[config.mk]
export PLATFORM = sky130hd
export DESIGN_NAME = accelerating_two_color_blinker_top
export DESIGN_NICKNAME = d
export VERILOG_FILES = /design/src/rtl/atcb_pkg.sv /design/src/rtl/accelerating_two_color_blinker_top.sv /design/src/rtl/atcb_div.sv /design/src/rtl/atcb_dp.sv /design/src/rtl/atcb_ctrl.sv
export SDC_FILE = /design/constraint.sdc
export NUM_CORES = 2
export LEC_CHECK = 0
export ABC_AREA = 1
export BUFFER_PORTS_ARGS = -buffer_cell sky130_fd_sc_hd__buf_2
export CAP_MARGIN = 0
export CORE_MARGIN = 2
export CORE_UTILIZATION = 54
export CTS_BUF_LIST = sky130_fd_sc_hd__clkbuf_16
export CTS_CLUSTER_DIAMETER = 40
export DETAILED_ROUTE_END_ITERATION = 10
export GPL_ROUTABILITY_DRIVEN = 0
export PLACE_DENSITY = 0.69
export SETUP_SLACK_MARGIN = 0.5
export SYNTH_ARGS = -nofsm -noshare
export SYNTH_HDL_FRONTEND = slang
export SYNTH_SLANG_ARGS = --single-unit
export TNS_END_PERCENT = 5
[constraint.sdc]
create_clock -name clk -period 9.85 [get_ports clk]
set_input_delay 1.97 -clock clk [delete_from_list [all_inputs] [get_ports clk]]
set_output_delay 1.97 -clock clk [all_outputs]
set_load 0.02 [all_outputs]
[src/rtl/atcb_pkg.sv]
// ----------------------------------------------------------------------------
// atcb_pkg
// Shared types, widths and constants for the accelerating two-color blinker.
// ----------------------------------------------------------------------------
package atcb_pkg;

  // field widths
  localparam int unsigned TIME_W    = 32;
  localparam int unsigned PCT_W     = 7;
  localparam int unsigned IVL_W     = 16;
  localparam int unsigned FAST_W    = 9;
  localparam int unsigned COLOR_W   = 2;
  localparam int unsigned CFG_AW    = 2;
  localparam int unsigned CFG_DW    = 32;
  localparam int unsigned OUT_DW    = 32;

  // arithmetic widths
  localparam int unsigned MUL_BW    = 24;
  localparam int unsigned MUL_PW    = TIME_W + MUL_BW;
  localparam int unsigned PROD_W    = 47;
  localparam int unsigned DVD_W     = 39;
  localparam int unsigned QUO_W     = 7;
  localparam int unsigned DSH_W     = TIME_W + QUO_W - 1;
  localparam int unsigned CNT_W     = 3;
  localparam int unsigned SLPROD_W  = 23;

  // constants
  localparam logic [IVL_W-1:0]  MID_INTERVAL = 16'd400;
  localparam logic [PCT_W-1:0]  FULL_PCT     = 7'd100;
  localparam logic [MUL_BW-1:0] PCT_SCALE    = 24'd100;
  // ceil(2^30 / 100), exact x/100 for x below 2^23
  localparam logic [MUL_BW-1:0] RECIP_100    = 24'd10737419;
  localparam int unsigned       RECIP_SH     = 30;

  // operation codes
  localparam logic OP_START = 1'b0;
  localparam logic OP_STEP  = 1'b1;

  // register indexes
  localparam logic [CFG_AW-1:0] REG_DURATION = 2'd0;
  localparam logic [CFG_AW-1:0] REG_RED_PCT  = 2'd1;
  localparam logic [CFG_AW-1:0] REG_SLOWEST  = 2'd2;
  localparam logic [CFG_AW-1:0] REG_FASTEST  = 2'd3;

  typedef enum logic [COLOR_W-1:0] {
    COLOR_OFF   = 2'd0,
    COLOR_RED   = 2'd1,
    COLOR_GREEN = 2'd2
  } color_t;

  typedef enum logic [1:0] {
    RUN_IDLE   = 2'd0,
    RUN_ACTIVE = 2'd1,
    RUN_DONE   = 2'd2
  } run_t;

  typedef enum logic [1:0] {
    MUL_ELAPSED,
    MUL_PHASE,
    MUL_SLIDE,
    MUL_RECIP
  } mul_sel_t;

  typedef enum logic {
    DIV_PROGRESS,
    DIV_PHASE
  } div_sel_t;

  typedef enum logic [3:0] {
    S_IDLE,
    S_DECIDE,
    S_PDIV,
    S_PWAIT,
    S_IVMUL,
    S_IVDIV,
    S_IVWAIT,
    S_SLMUL,
    S_SLRECIP,
    S_SLFIN,
    S_TOGGLE,
    S_OUT
  } state_t;

  // controller to datapath
  typedef struct packed {
    logic     cap_in;
    logic     do_start;
    logic     do_complete;
    logic     hold_done;
    logic     mul_en;
    mul_sel_t mul_sel;
    logic     div_start;
    div_sel_t div_sel;
    logic     prog_ld;
    logic     p_ld;
    logic     ivl_ld;
    logic     toggle_chk;
    logic     out_ld;
  } cmd_t;

  // datapath to controller
  typedef struct packed {
    logic op;
    logic run_done;
    logic elapsed_ge;
    logic p_fixed;
    logic div_done;
  } sts_t;

endpackage

[src/rtl/accelerating_two_color_blinker_top.sv]
// ----------------------------------------------------------------------------
// accelerating_two_color_blinker_top
// LED blinker that speeds up over a timed progress action, red then green.
// ----------------------------------------------------------------------------
// Usage:
//   Input stream: in_tuser selects start (0) or step (1), in_tdata carries the
//   millisecond timestamp. Each input transfer yields exactly one result
//   transfer on the output stream with the LED color, lit flag, finished flag,
//   progress percent and blink interval.
//   Work per item: a start runs the interval steps; a running step first
//   computes progress percent and ends with the toggle check; a step that
//   completes or follows completion goes straight to the result. Up to two
//   divider runs (seven quotient bits each, for progress percent and phase
//   fraction) and the multiply steps on the shared multiplier do the work.
//   One item is in work at a time; the next is taken once its result is loaded.
//   The result sits in an output register; while the receiver stalls, the
//   next item is still taken and worked on up to the point of loading it.
//   Reset (rst_n low, synchronous) clears the run state, LED state and
//   timestamps and loads the configuration defaults: 5000 ms duration, 50
//   percent red phase, 1000 ms slowest and 50 ms fastest interval. The user
//   must write configuration via cfg_we/cfg_addr/cfg_wdata only while idle.
// ----------------------------------------------------------------------------
module accelerating_two_color_blinker_top (
  input  logic                         clk,
  input  logic                         rst_n,
  input  logic                         cfg_we,
  input  logic [atcb_pkg::CFG_AW-1:0]  cfg_addr,
  input  logic [atcb_pkg::CFG_DW-1:0]  cfg_wdata,
  input  logic                         in_tvalid,
  output logic                         in_tready,
  input  logic [atcb_pkg::TIME_W-1:0]  in_tdata,   // [31:0] now_ms
  input  logic                         in_tuser,   // [0] operation
  output logic                         out_tvalid,
  input  logic                         out_tready,
  // [1:0] led_color, [2] led_on, [3] finished, [10:4] progress_percent,
  // [26:11] blink_interval_ms, [31:27] zero
  output logic [atcb_pkg::OUT_DW-1:0]  out_tdata
);

  atcb_pkg::cmd_t cmd;
  atcb_pkg::sts_t sts;

  atcb_ctrl u_ctrl (
    .clk        (clk),
    .rst_n      (rst_n),
    .in_tvalid  (in_tvalid),
    .in_tready  (in_tready),
    .out_tvalid (out_tvalid),
    .out_tready (out_tready),
    .sts        (sts),
    .cmd        (cmd)
  );

  atcb_dp u_dp (
    .clk       (clk),
    .rst_n     (rst_n),
    .cfg_we    (cfg_we),
    .cfg_addr  (cfg_addr),
    .cfg_wdata (cfg_wdata),
    .in_tdata  (in_tdata),
    .in_tuser  (in_tuser),
    .out_tdata (out_tdata),
    .cmd       (cmd),
    .sts       (sts)
  );

endmodule

[src/rtl/atcb_div.sv]
// ----------------------------------------------------------------------------
// atcb_div
// Restoring divider, one quotient bit per cycle; quotient known below 128.
// ----------------------------------------------------------------------------
module atcb_div (
  input  logic                           clk,
  input  logic                           rst_n,
  input  logic                           start,
  input  logic [atcb_pkg::DVD_W-1:0]     dividend,
  input  logic [atcb_pkg::TIME_W-1:0]    divisor,
  output logic [atcb_pkg::QUO_W-1:0]     quotient,
  output logic                           done
);

  logic [atcb_pkg::DVD_W-1:0] rem_r;
  logic [atcb_pkg::DSH_W-1:0] dsh_r;
  logic [atcb_pkg::QUO_W-1:0] q_r;
  logic [atcb_pkg::CNT_W-1:0] cnt_r;
  logic                       busy_r;
  logic                       done_r;
  logic [atcb_pkg::DVD_W-1:0] dsh_ext;
  logic                       ge;

  // trial subtract of the shifted divisor
  assign dsh_ext = {{(atcb_pkg::DVD_W-atcb_pkg::DSH_W){1'b0}}, dsh_r};
  assign ge      = (rem_r >= dsh_ext);

  // control
  always_ff @(posedge clk) begin
    if (!rst_n) begin
      busy_r <= 1'b0;
      done_r <= 1'b0;
      cnt_r  <= '0;
    end else begin
      done_r <= 1'b0;
      if (start) begin
        busy_r <= 1'b1;
        cnt_r  <= atcb_pkg::CNT_W'(atcb_pkg::QUO_W - 1);
      end else if (busy_r) begin
        if (cnt_r == '0) begin
          busy_r <= 1'b0;
          done_r <= 1'b1;
        end else begin
          cnt_r <= cnt_r - atcb_pkg::CNT_W'(1);
        end
      end
    end
  end

  // remainder, divisor and quotient shift
  always_ff @(posedge clk) begin
    if (start) begin
      rem_r <= dividend;
      dsh_r <= {divisor, {(atcb_pkg::QUO_W-1){1'b0}}};
    end else if (busy_r) begin
      rem_r <= ge ? (rem_r - dsh_ext) : rem_r;
      dsh_r <= dsh_r >> 1;
      q_r   <= {q_r[atcb_pkg::QUO_W-2:0], ge};
    end
  end

  assign quotient = q_r;
  assign done     = done_r;

  // checks
  a_start_idle: assert property (@(posedge clk) disable iff (!rst_n)
    start |-> !busy_r)
    else $error("divider started while busy");

  a_done_pulse: assert property (@(posedge clk) disable iff (!rst_n)
    done_r |=> !done_r)
    else $error("divider done held longer than one cycle");

  a_quo_range: assert property (@(posedge clk) disable iff (!rst_n)
    done_r |-> (q_r < atcb_pkg::FULL_PCT))
    else $error("divider quotient reached full percent");

endmodule

[src/rtl/atcb_dp.sv]
// ----------------------------------------------------------------------------
// atcb_dp
// Datapath: config registers, blinker state, shared multiplier, divider
// and result register.
// ----------------------------------------------------------------------------
module atcb_dp (
  input  logic                         clk,
  input  logic                         rst_n,
  input  logic                         cfg_we,
  input  logic [atcb_pkg::CFG_AW-1:0]  cfg_addr,
  input  logic [atcb_pkg::CFG_DW-1:0]  cfg_wdata,
  input  logic [atcb_pkg::TIME_W-1:0]  in_tdata,
  input  logic                         in_tuser,
  output logic [atcb_pkg::OUT_DW-1:0]  out_tdata,
  input  atcb_pkg::cmd_t               cmd,
  output atcb_pkg::sts_t               sts
);

  // config registers
  logic [atcb_pkg::TIME_W-1:0] duration_r;
  logic [atcb_pkg::PCT_W-1:0]  red_pct_r;
  logic [atcb_pkg::IVL_W-1:0]  slowest_r;
  logic [atcb_pkg::FAST_W-1:0] fastest_r;

  // blinker state
  atcb_pkg::run_t              run_r;
  atcb_pkg::color_t            color_r;
  logic                        lit_r;
  logic [atcb_pkg::TIME_W-1:0] start_r;
  logic [atcb_pkg::TIME_W-1:0] last_r;

  // per item working registers
  logic                        op_r;
  logic [atcb_pkg::TIME_W-1:0] now_r;
  logic                        fin_r;
  logic [atcb_pkg::PCT_W-1:0]  prog_r;
  logic [atcb_pkg::PCT_W-1:0]  p_r;
  logic [atcb_pkg::IVL_W-1:0]  ivl_r;
  logic [atcb_pkg::PROD_W-1:0] prod_r;

  // result register
  logic [atcb_pkg::OUT_DW-1:0] out_data_r;

  logic [atcb_pkg::TIME_W-1:0] elapsed;
  logic                        green;
  logic [atcb_pkg::PCT_W-1:0]  ph_num;
  logic [atcb_pkg::PCT_W-1:0]  ph_den;
  logic [atcb_pkg::IVL_W-1:0]  sl_a;
  logic [atcb_pkg::IVL_W-1:0]  sl_b;
  logic                        sl_desc;
  logic [atcb_pkg::IVL_W-1:0]  sl_diff;
  logic [atcb_pkg::IVL_W-1:0]  sl_q;
  logic [atcb_pkg::IVL_W-1:0]  sl_ivl;
  logic [atcb_pkg::IVL_W-1:0]  fast_ext;
  logic [atcb_pkg::TIME_W-1:0] mul_a;
  logic [atcb_pkg::MUL_BW-1:0] mul_b;
  logic [atcb_pkg::MUL_PW-1:0] mul_p;
  logic [atcb_pkg::TIME_W-1:0] div_den;
  logic [atcb_pkg::QUO_W-1:0]  quo;
  logic                        div_done;
  logic                        tog_due;

  // config write port
  always_ff @(posedge clk) begin
    if (!rst_n) begin
      duration_r <= 32'd5000;
      red_pct_r  <= 7'd50;
      slowest_r  <= 16'd1000;
      fastest_r  <= 9'd50;
    end else if (cfg_we) begin
      case (cfg_addr)
        atcb_pkg::REG_DURATION: duration_r <= cfg_wdata;
        atcb_pkg::REG_RED_PCT:  red_pct_r  <= cfg_wdata[atcb_pkg::PCT_W-1:0];
        atcb_pkg::REG_SLOWEST:  slowest_r  <= cfg_wdata[atcb_pkg::IVL_W-1:0];
        atcb_pkg::REG_FASTEST:  fastest_r  <= cfg_wdata[atcb_pkg::FAST_W-1:0];
        default: ;
      endcase
    end
  end

  // elapsed time and phase selection
  assign elapsed  = (run_r == atcb_pkg::RUN_ACTIVE) ? (now_r - start_r) : '0;
  assign green    = (prog_r >= red_pct_r);
  assign ph_num   = green ? (prog_r - red_pct_r) : prog_r;
  assign ph_den   = green ? (atcb_pkg::FULL_PCT - red_pct_r) : red_pct_r;
  assign fast_ext = {{(atcb_pkg::IVL_W-atcb_pkg::FAST_W){1'b0}}, fastest_r};

  // slide ends and direction
  assign sl_a    = green ? atcb_pkg::MID_INTERVAL : slowest_r;
  assign sl_b    = green ? fast_ext : atcb_pkg::MID_INTERVAL;
  assign sl_desc = (sl_a >= sl_b);
  assign sl_diff = sl_desc ? (sl_a - sl_b) : (sl_b - sl_a);
  assign sl_q    = prod_r[atcb_pkg::RECIP_SH +: atcb_pkg::IVL_W];
  assign sl_ivl  = sl_desc ? (sl_a - sl_q) : (sl_a + sl_q);

  // shared multiplier operands
  always_comb begin
    case (cmd.mul_sel)
      atcb_pkg::MUL_ELAPSED: begin
        mul_a = elapsed;
        mul_b = atcb_pkg::PCT_SCALE;
      end
      atcb_pkg::MUL_PHASE: begin
        mul_a = atcb_pkg::TIME_W'(ph_num);
        mul_b = atcb_pkg::PCT_SCALE;
      end
      atcb_pkg::MUL_SLIDE: begin
        mul_a = atcb_pkg::TIME_W'(sl_diff);
        mul_b = atcb_pkg::MUL_BW'(p_r);
      end
      atcb_pkg::MUL_RECIP: begin
        mul_a = atcb_pkg::TIME_W'(prod_r[atcb_pkg::SLPROD_W-1:0]);
        mul_b = atcb_pkg::RECIP_100;
      end
      default: begin
        mul_a = '0;
        mul_b = '0;
      end
    endcase
  end

  assign mul_p = atcb_pkg::MUL_PW'(mul_a) * atcb_pkg::MUL_PW'(mul_b);

  // divisor select
  assign div_den = (cmd.div_sel == atcb_pkg::DIV_PROGRESS) ? duration_r
                                                           : atcb_pkg::TIME_W'(ph_den);

  atcb_div u_div (
    .clk      (clk),
    .rst_n    (rst_n),
    .start    (cmd.div_start),
    .dividend (prod_r[atcb_pkg::DVD_W-1:0]),
    .divisor  (div_den),
    .quotient (quo),
    .done     (div_done)
  );

  // toggle when the interval has passed since the last toggle
  assign tog_due = ((now_r - last_r) >= atcb_pkg::TIME_W'(ivl_r));

  // blinker state
  always_ff @(posedge clk) begin
    if (!rst_n) begin
      run_r   <= atcb_pkg::RUN_IDLE;
      color_r <= atcb_pkg::COLOR_OFF;
      lit_r   <= 1'b0;
      start_r <= '0;
      last_r  <= '0;
    end else begin
      if (cmd.do_start) begin
        run_r   <= atcb_pkg::RUN_ACTIVE;
        color_r <= atcb_pkg::COLOR_OFF;
        lit_r   <= 1'b0;
        start_r <= now_r;
        last_r  <= now_r;
      end else if (cmd.do_complete) begin
        run_r   <= atcb_pkg::RUN_DONE;
        color_r <= atcb_pkg::COLOR_GREEN;
        lit_r   <= 1'b1;
      end else if (cmd.toggle_chk && tog_due) begin
        last_r <= now_r;
        if (lit_r) begin
          color_r <= atcb_pkg::COLOR_OFF;
          lit_r   <= 1'b0;
        end else begin
          color_r <= green ? atcb_pkg::COLOR_GREEN : atcb_pkg::COLOR_RED;
          lit_r   <= 1'b1;
        end
      end
    end
  end

  // per item working registers
  always_ff @(posedge clk) begin
    if (cmd.cap_in) begin
      op_r  <= in_tuser;
      now_r <= in_tdata;
      fin_r <= 1'b0;
    end
    if (cmd.do_start) begin
      prog_r <= '0;
    end
    if (cmd.do_complete || cmd.hold_done) begin
      fin_r  <= 1'b1;
      prog_r <= atcb_pkg::FULL_PCT;
      ivl_r  <= fast_ext;
    end
    if (cmd.prog_ld) begin
      prog_r <= quo;
    end
    if (cmd.p_ld) begin
      p_r <= sts.p_fixed ? atcb_pkg::FULL_PCT : quo;
    end
    if (cmd.ivl_ld) begin
      ivl_r <= sl_ivl;
    end
    if (cmd.mul_en) begin
      prod_r <= mul_p[atcb_pkg::PROD_W-1:0];
    end
  end

  // result register
  always_ff @(posedge clk) begin
    if (cmd.out_ld) begin
      out_data_r <= {{(atcb_pkg::OUT_DW-27){1'b0}}, ivl_r, prog_r, fin_r, lit_r,
                     color_r};
    end
  end

  assign out_tdata = out_data_r;

  // status to controller
  assign sts.op         = op_r;
  assign sts.run_done   = (run_r == atcb_pkg::RUN_DONE);
  assign sts.elapsed_ge = (elapsed >= duration_r);
  assign sts.p_fixed    = green && (red_pct_r >= atcb_pkg::FULL_PCT);
  assign sts.div_done   = div_done;

endmodule

[src/rtl/atcb_ctrl.sv]
// ----------------------------------------------------------------------------
// atcb_ctrl
// Sequencer for one item: decide, progress, interval, toggle, result.
// ----------------------------------------------------------------------------
module atcb_ctrl (
  input  logic            clk,
  input  logic            rst_n,
  input  logic            in_tvalid,
  output logic            in_tready,
  output logic            out_tvalid,
  input  logic            out_tready,
  input  atcb_pkg::sts_t  sts,
  output atcb_pkg::cmd_t  cmd
);

  atcb_pkg::state_t state_r;
  atcb_pkg::state_t state_nxt;
  logic             out_valid_r;
  logic             out_valid_nxt;

  // state and result valid registers
  always_ff @(posedge clk) begin
    if (!rst_n) begin
      state_r     <= atcb_pkg::S_IDLE;
      out_valid_r <= 1'b0;
    end else begin
      state_r     <= state_nxt;
      out_valid_r <= out_valid_nxt;
    end
  end

  // next state and commands
  always_comb begin
    state_nxt   = state_r;
    cmd         = '0;
    cmd.mul_sel = atcb_pkg::MUL_ELAPSED;
    cmd.div_sel = atcb_pkg::DIV_PROGRESS;
    in_tready   = 1'b0;
    case (state_r)
      atcb_pkg::S_IDLE: begin
        in_tready = 1'b1;
        if (in_tvalid) begin
          cmd.cap_in = 1'b1;
          state_nxt  = atcb_pkg::S_DECIDE;
        end
      end
      atcb_pkg::S_DECIDE: begin
        if (sts.op == atcb_pkg::OP_START) begin
          cmd.do_start = 1'b1;
          state_nxt    = atcb_pkg::S_IVMUL;
        end else if (sts.run_done) begin
          cmd.hold_done = 1'b1;
          state_nxt     = atcb_pkg::S_OUT;
        end else if (sts.elapsed_ge) begin
          cmd.do_complete = 1'b1;
          state_nxt       = atcb_pkg::S_OUT;
        end else begin
          cmd.mul_en  = 1'b1;
          cmd.mul_sel = atcb_pkg::MUL_ELAPSED;
          state_nxt   = atcb_pkg::S_PDIV;
        end
      end
      atcb_pkg::S_PDIV: begin
        cmd.div_start = 1'b1;
        cmd.div_sel   = atcb_pkg::DIV_PROGRESS;
        state_nxt     = atcb_pkg::S_PWAIT;
      end
      atcb_pkg::S_PWAIT: begin
        if (sts.div_done) begin
          cmd.prog_ld = 1'b1;
          state_nxt   = atcb_pkg::S_IVMUL;
        end
      end
      atcb_pkg::S_IVMUL: begin
        if (sts.p_fixed) begin
          cmd.p_ld  = 1'b1;
          state_nxt = atcb_pkg::S_SLMUL;
        end else begin
          cmd.mul_en  = 1'b1;
          cmd.mul_sel = atcb_pkg::MUL_PHASE;
          state_nxt   = atcb_pkg::S_IVDIV;
        end
      end
      atcb_pkg::S_IVDIV: begin
        cmd.div_start = 1'b1;
        cmd.div_sel   = atcb_pkg::DIV_PHASE;
        state_nxt     = atcb_pkg::S_IVWAIT;
      end
      atcb_pkg::S_IVWAIT: begin
        cmd.div_sel = atcb_pkg::DIV_PHASE;
        if (sts.div_done) begin
          cmd.p_ld  = 1'b1;
          state_nxt = atcb_pkg::S_SLMUL;
        end
      end
      atcb_pkg::S_SLMUL: begin
        cmd.mul_en  = 1'b1;
        cmd.mul_sel = atcb_pkg::MUL_SLIDE;
        state_nxt   = atcb_pkg::S_SLRECIP;
      end
      atcb_pkg::S_SLRECIP: begin
        cmd.mul_en  = 1'b1;
        cmd.mul_sel = atcb_pkg::MUL_RECIP;
        state_nxt   = atcb_pkg::S_SLFIN;
      end
      atcb_pkg::S_SLFIN: begin
        cmd.ivl_ld = 1'b1;
        state_nxt  = (sts.op == atcb_pkg::OP_STEP) ? atcb_pkg::S_TOGGLE
                                                   : atcb_pkg::S_OUT;
      end
      atcb_pkg::S_TOGGLE: begin
        cmd.toggle_chk = 1'b1;
        state_nxt      = atcb_pkg::S_OUT;
      end
      atcb_pkg::S_OUT: begin
        if (!out_valid_r || out_tready) begin
          cmd.out_ld = 1'b1;
          state_nxt  = atcb_pkg::S_IDLE;
        end
      end
      default: begin
        state_nxt = atcb_pkg::S_IDLE;
      end
    endcase
  end

  // result valid: set on load, cleared on transfer
  assign out_valid_nxt = cmd.out_ld ? 1'b1 : (out_tready ? 1'b0 : out_valid_r);
  assign out_tvalid    = out_valid_r;

endmodule
==> out/summary.md <==
• 0% — portion of netlist area occupied by mux cells
• 10.5% — Compound-Gate Fraction of Synth Area
• 9.03 ns — final critical delay including setup and external delays
• 364 — TritonCTS Sinks
• 18.7 µm — Routed wire per std cell
• 0 ns — post-route setup TNS
• 1.32 ns — actual slew at the worst max-slew pin
• reg -> reg — worst hold-check path type
• 3 — Clock Path Buffers
• 0 — DR DRC count
• 106 — I/O pin cnt
• 30.9% — overall routing resource usage
• 10.1% — Layout area overhead
• 111 MHz — maximum clock rate
• 10.24 ns — CP required
• 100 — count of buffers inserted at the top-level ports
• 33700 — number of global-route vias before repair
• true — setup repair after global routing missed its margin
• u_dp.prod_r[41]$_DFFE_PP_ — CP endpoint
• 78800 µm² — area of the die
• 281 µm — die extent in y
• 17.4% — Synth Area in Simple Gates
• reg -> reg — Worst Path Class, Setup
• fa_1, edfxtp_1, ha_1, inv_1, nand2_1 — biggest area contributors in the synthesized netlist
• 9.42 ns — Critical Path AT
• 101 — FP Rows
• 58 — total clock buffers created by CTS
• fa_1 — slowest stage cell, crit path
• fa_1 — leading area contributor after synthesis
• 187000 µm — global-route wire length before repair
• 11.8% — normalized max-slew margin
• completed — outcome
• done — CTS tree
• 22.8% — sequential area share after synthesis
• u_dp.red_pct_r[5]$_SDFFE_PN1P_ — Worst Setup SP
• flip-flop — Critical Path End Type
• 0.65 ns — clock insertion delay at the later pin of the skew report
• 10 — buffers plus inverters on the worst setup path
• 0 — Remaining Overflow, GRT
• 101000 µm — placed wire-length estimate after detailed placement
• 34.0% — adder-cell area share of the yosys netlist
• 0 — pins over their slew limit
• 6363 — number of nets in the finished design
• 0 — number of cells traversed by the worst hold path
• inv_1 — most frequent standard cell in the layout excluding fill and tap cells
• 5.44 — ratio of routed vias to standard cells
• 0.55 ns — max incr delay on CP
• 364 — Yosys reg bits
• 54.5% — starting density of the core
• 2 — H-tree depth
• 2.63% — XOR/XNOR share of the synthesized area
• 35100 — via count of the routed design
• u_dp.prod_r[41]$_DFFE_PP_ — destination of the worst register-to-register timing path
• 0% — Async S/R FF share, synth
• edfxtp_1 — most used flip-flop cell after synthesis
• inv_1, nand2_1, ha_1 — commonest cells after routing, fill and taps aside
• u_dp.red_pct_r[5]$_SDFFE_PN1P_ — origin of the critical flop-to-flop path
• 121000 µm — Routed WL
• 0 — post-route ant nets
• 20.6% — top cell type's share of synthesized area
• 0 — count of endpoints failing setup in the final report
• 60.1% — final core utilization
• 0 — Antenna Diode Count
• 91.7% — crit share post-route
• 281 µm — Horiz. Die Dim
• flip-flop — kind of launch point of the worst setup path
• 7.09% — share of cells above drive strength 1
• 0.82 ns — slack of the worst reg-to-reg path
• 42 — critical path depth in cells
• adder cells — main combinational cell family by area after synthesis
• 9 — maximum fanout along the worst path
• clkbuf_16 — master cell of the clock root buffer
• 0 — final hold violation count
• 0.06 ns — clock edge transition at the registers on the reported setup and hold paths
• 0 — warning count from the yosys run
• 214 — number of enable flip-flop cells after synthesis
• 75800 µm² — floorplan core area
• adder cells — Crit path max-delay family
• 122 — largest net degree at the start of global routing
• 0 — initial antenna violation count
• 0 — number of max-cap violations
• 58 — distinct cell type count of the synthesized netlist
• 41400 µm² — post-synth design cell area
• 3329 — Iteration-0 DRC Markers
• 0.0619 ns — Worst Skew
• 5205 — count of mapped cells out of synthesis
• 7.95 µm² — mean post-synth cell area
• 7 — first-pass detailed-route iteration total
• 42 — count of cells along the worst register-to-register path
==> worst min-delay path by stage <==
stage / start / to / slack, ns
2_1_floorplan: u_dp.fin_r$_SDFFE_PP1P_ / u_dp.out_tdata[3]$_DFFE_PP_ / 0.40
6_report: u_dp.fin_r$_SDFFE_PP1P_ / u_dp.out_tdata[3]$_DFFE_PP_ / 0.43
4_1_cts: u_dp.fin_r$_SDFFE_PP1P_ / u_dp.out_tdata[3]$_DFFE_PP_ / 0.43
5_1_grt: u_dp.fin_r$_SDFFE_PP1P_ / u_dp.out_tdata[3]$_DFFE_PP_ / 0.45
3_5_place_dp: u_dp.fin_r$_SDFFE_PP1P_ / u_dp.out_tdata[3]$_DFFE_PP_ / 0.42
3_3_place_gp: u_dp.fin_r$_SDFFE_PP1P_ / u_dp.out_tdata[3]$_DFFE_PP_ / 0.41
==> registers in the layout, indices dropped and copies added, names as in the netlist, 2 cells and up <==
signal               count
u_dp.u_div.cnt_r         3
u_dp.prod_r             46
u_dp.prog_r              7
u_dp.now_r              32
u_dp.duration_r         32
u_dp.p_r                 7
u_dp.run_r               2
u_dp.slowest_r          16
u_dp.fastest_r           9
u_dp.ivl_r              16
u_dp.start_r            32
u_dp.out_tdata          27
u_dp.u_div.rem_r        39
u_dp.red_pct_r           7
u_dp.last_r             32
u_dp.u_div.dsh_r        38
u_dp.color_r             2
u_dp.u_div.quotient      7
u_ctrl.state_r           4
==> through the flow <==
step                cells  area (µm²)  setup WS, ns  hold slack [ns]
finish               6452       45500         0.818            0.426
global route         6452       45500         0.420            0.450
CTS                  6449       45300         0.554            0.429
detailed placement   6339       43400         0.498            0.418
global placement     6339       43400         0.692            0.414
floorplan            5313       41800          1.02            0.402
==> area by class of cell <==
cell class | instances | area [µm²]
Fill cell | 6904 | 30300
Multi-Input combinational cell | 3579 | 27300
Sequential cell | 364 | 9430
Inverter | 1275 | 4790
Clock buffer | 58 | 1450
Tap cell | 978 | 1220
Timing Repair Buffer | 146 | 861
Clock inverter | 52 | 485
==> cell families after synthesis <==
logic type	count (synthesis)
flip-flops	364
buffers and inverters	1371
XOR/XNOR	124
AO/OA/AOI/OAI	795
AND/OR/NAND/NOR	1682
adder cells (fa/ha/maj)	867
other	2
==> metal layers <==
layer  GRT usage [%]  share of wire (%)  vias to the layer above
met3            4.45                7.8                      276
met5               0                  0                        -
met1            40.8                 41                    16700
met4            14.3                4.9                        0
li1                -                  -                    16800
met2            50.2                 46                     1364
==> cell usage after synthesis, types with 7 or more instances <==
cell / n
nand3_1: 253
o21bai_1: 14
a21o_1: 12
nand2_2: 33
nand3b_1: 9
inv_2: 12
buf_2: 8
nor3_1: 39
a21oi_1: 347
o22ai_1: 39
nand4_1: 43
o21a_1: 16
o21ai_0: 267
and2_1: 7
buf_4: 9
fa_1: 426
o211ai_1: 17
nand2_1: 823
nor4_1: 7
clkbuf_1: 63
dfxtp_1: 150
xor2_1: 79
a221oi_1: 8
nor2_2: 12
buf_1: 9
a31oi_1: 32
nor2_1: 403
o31ai_1: 10
edfxtp_1: 214
o21ai_1: 9
ha_1: 441
or2_2: 30
xnor2_1: 45
inv_1: 1257
==> repair_timing <==
action	4_1_cts	5_1_grt
hold buffers	0	0
setup buffers	0	2
endpoints found under the setup margin	1	27
pin swaps	0	3
cloned	0	1
resized for setup	1	37
Power is not shown: default switching activity piles up to over one toggle a cycle in this logic, so the estimate is an artifact.
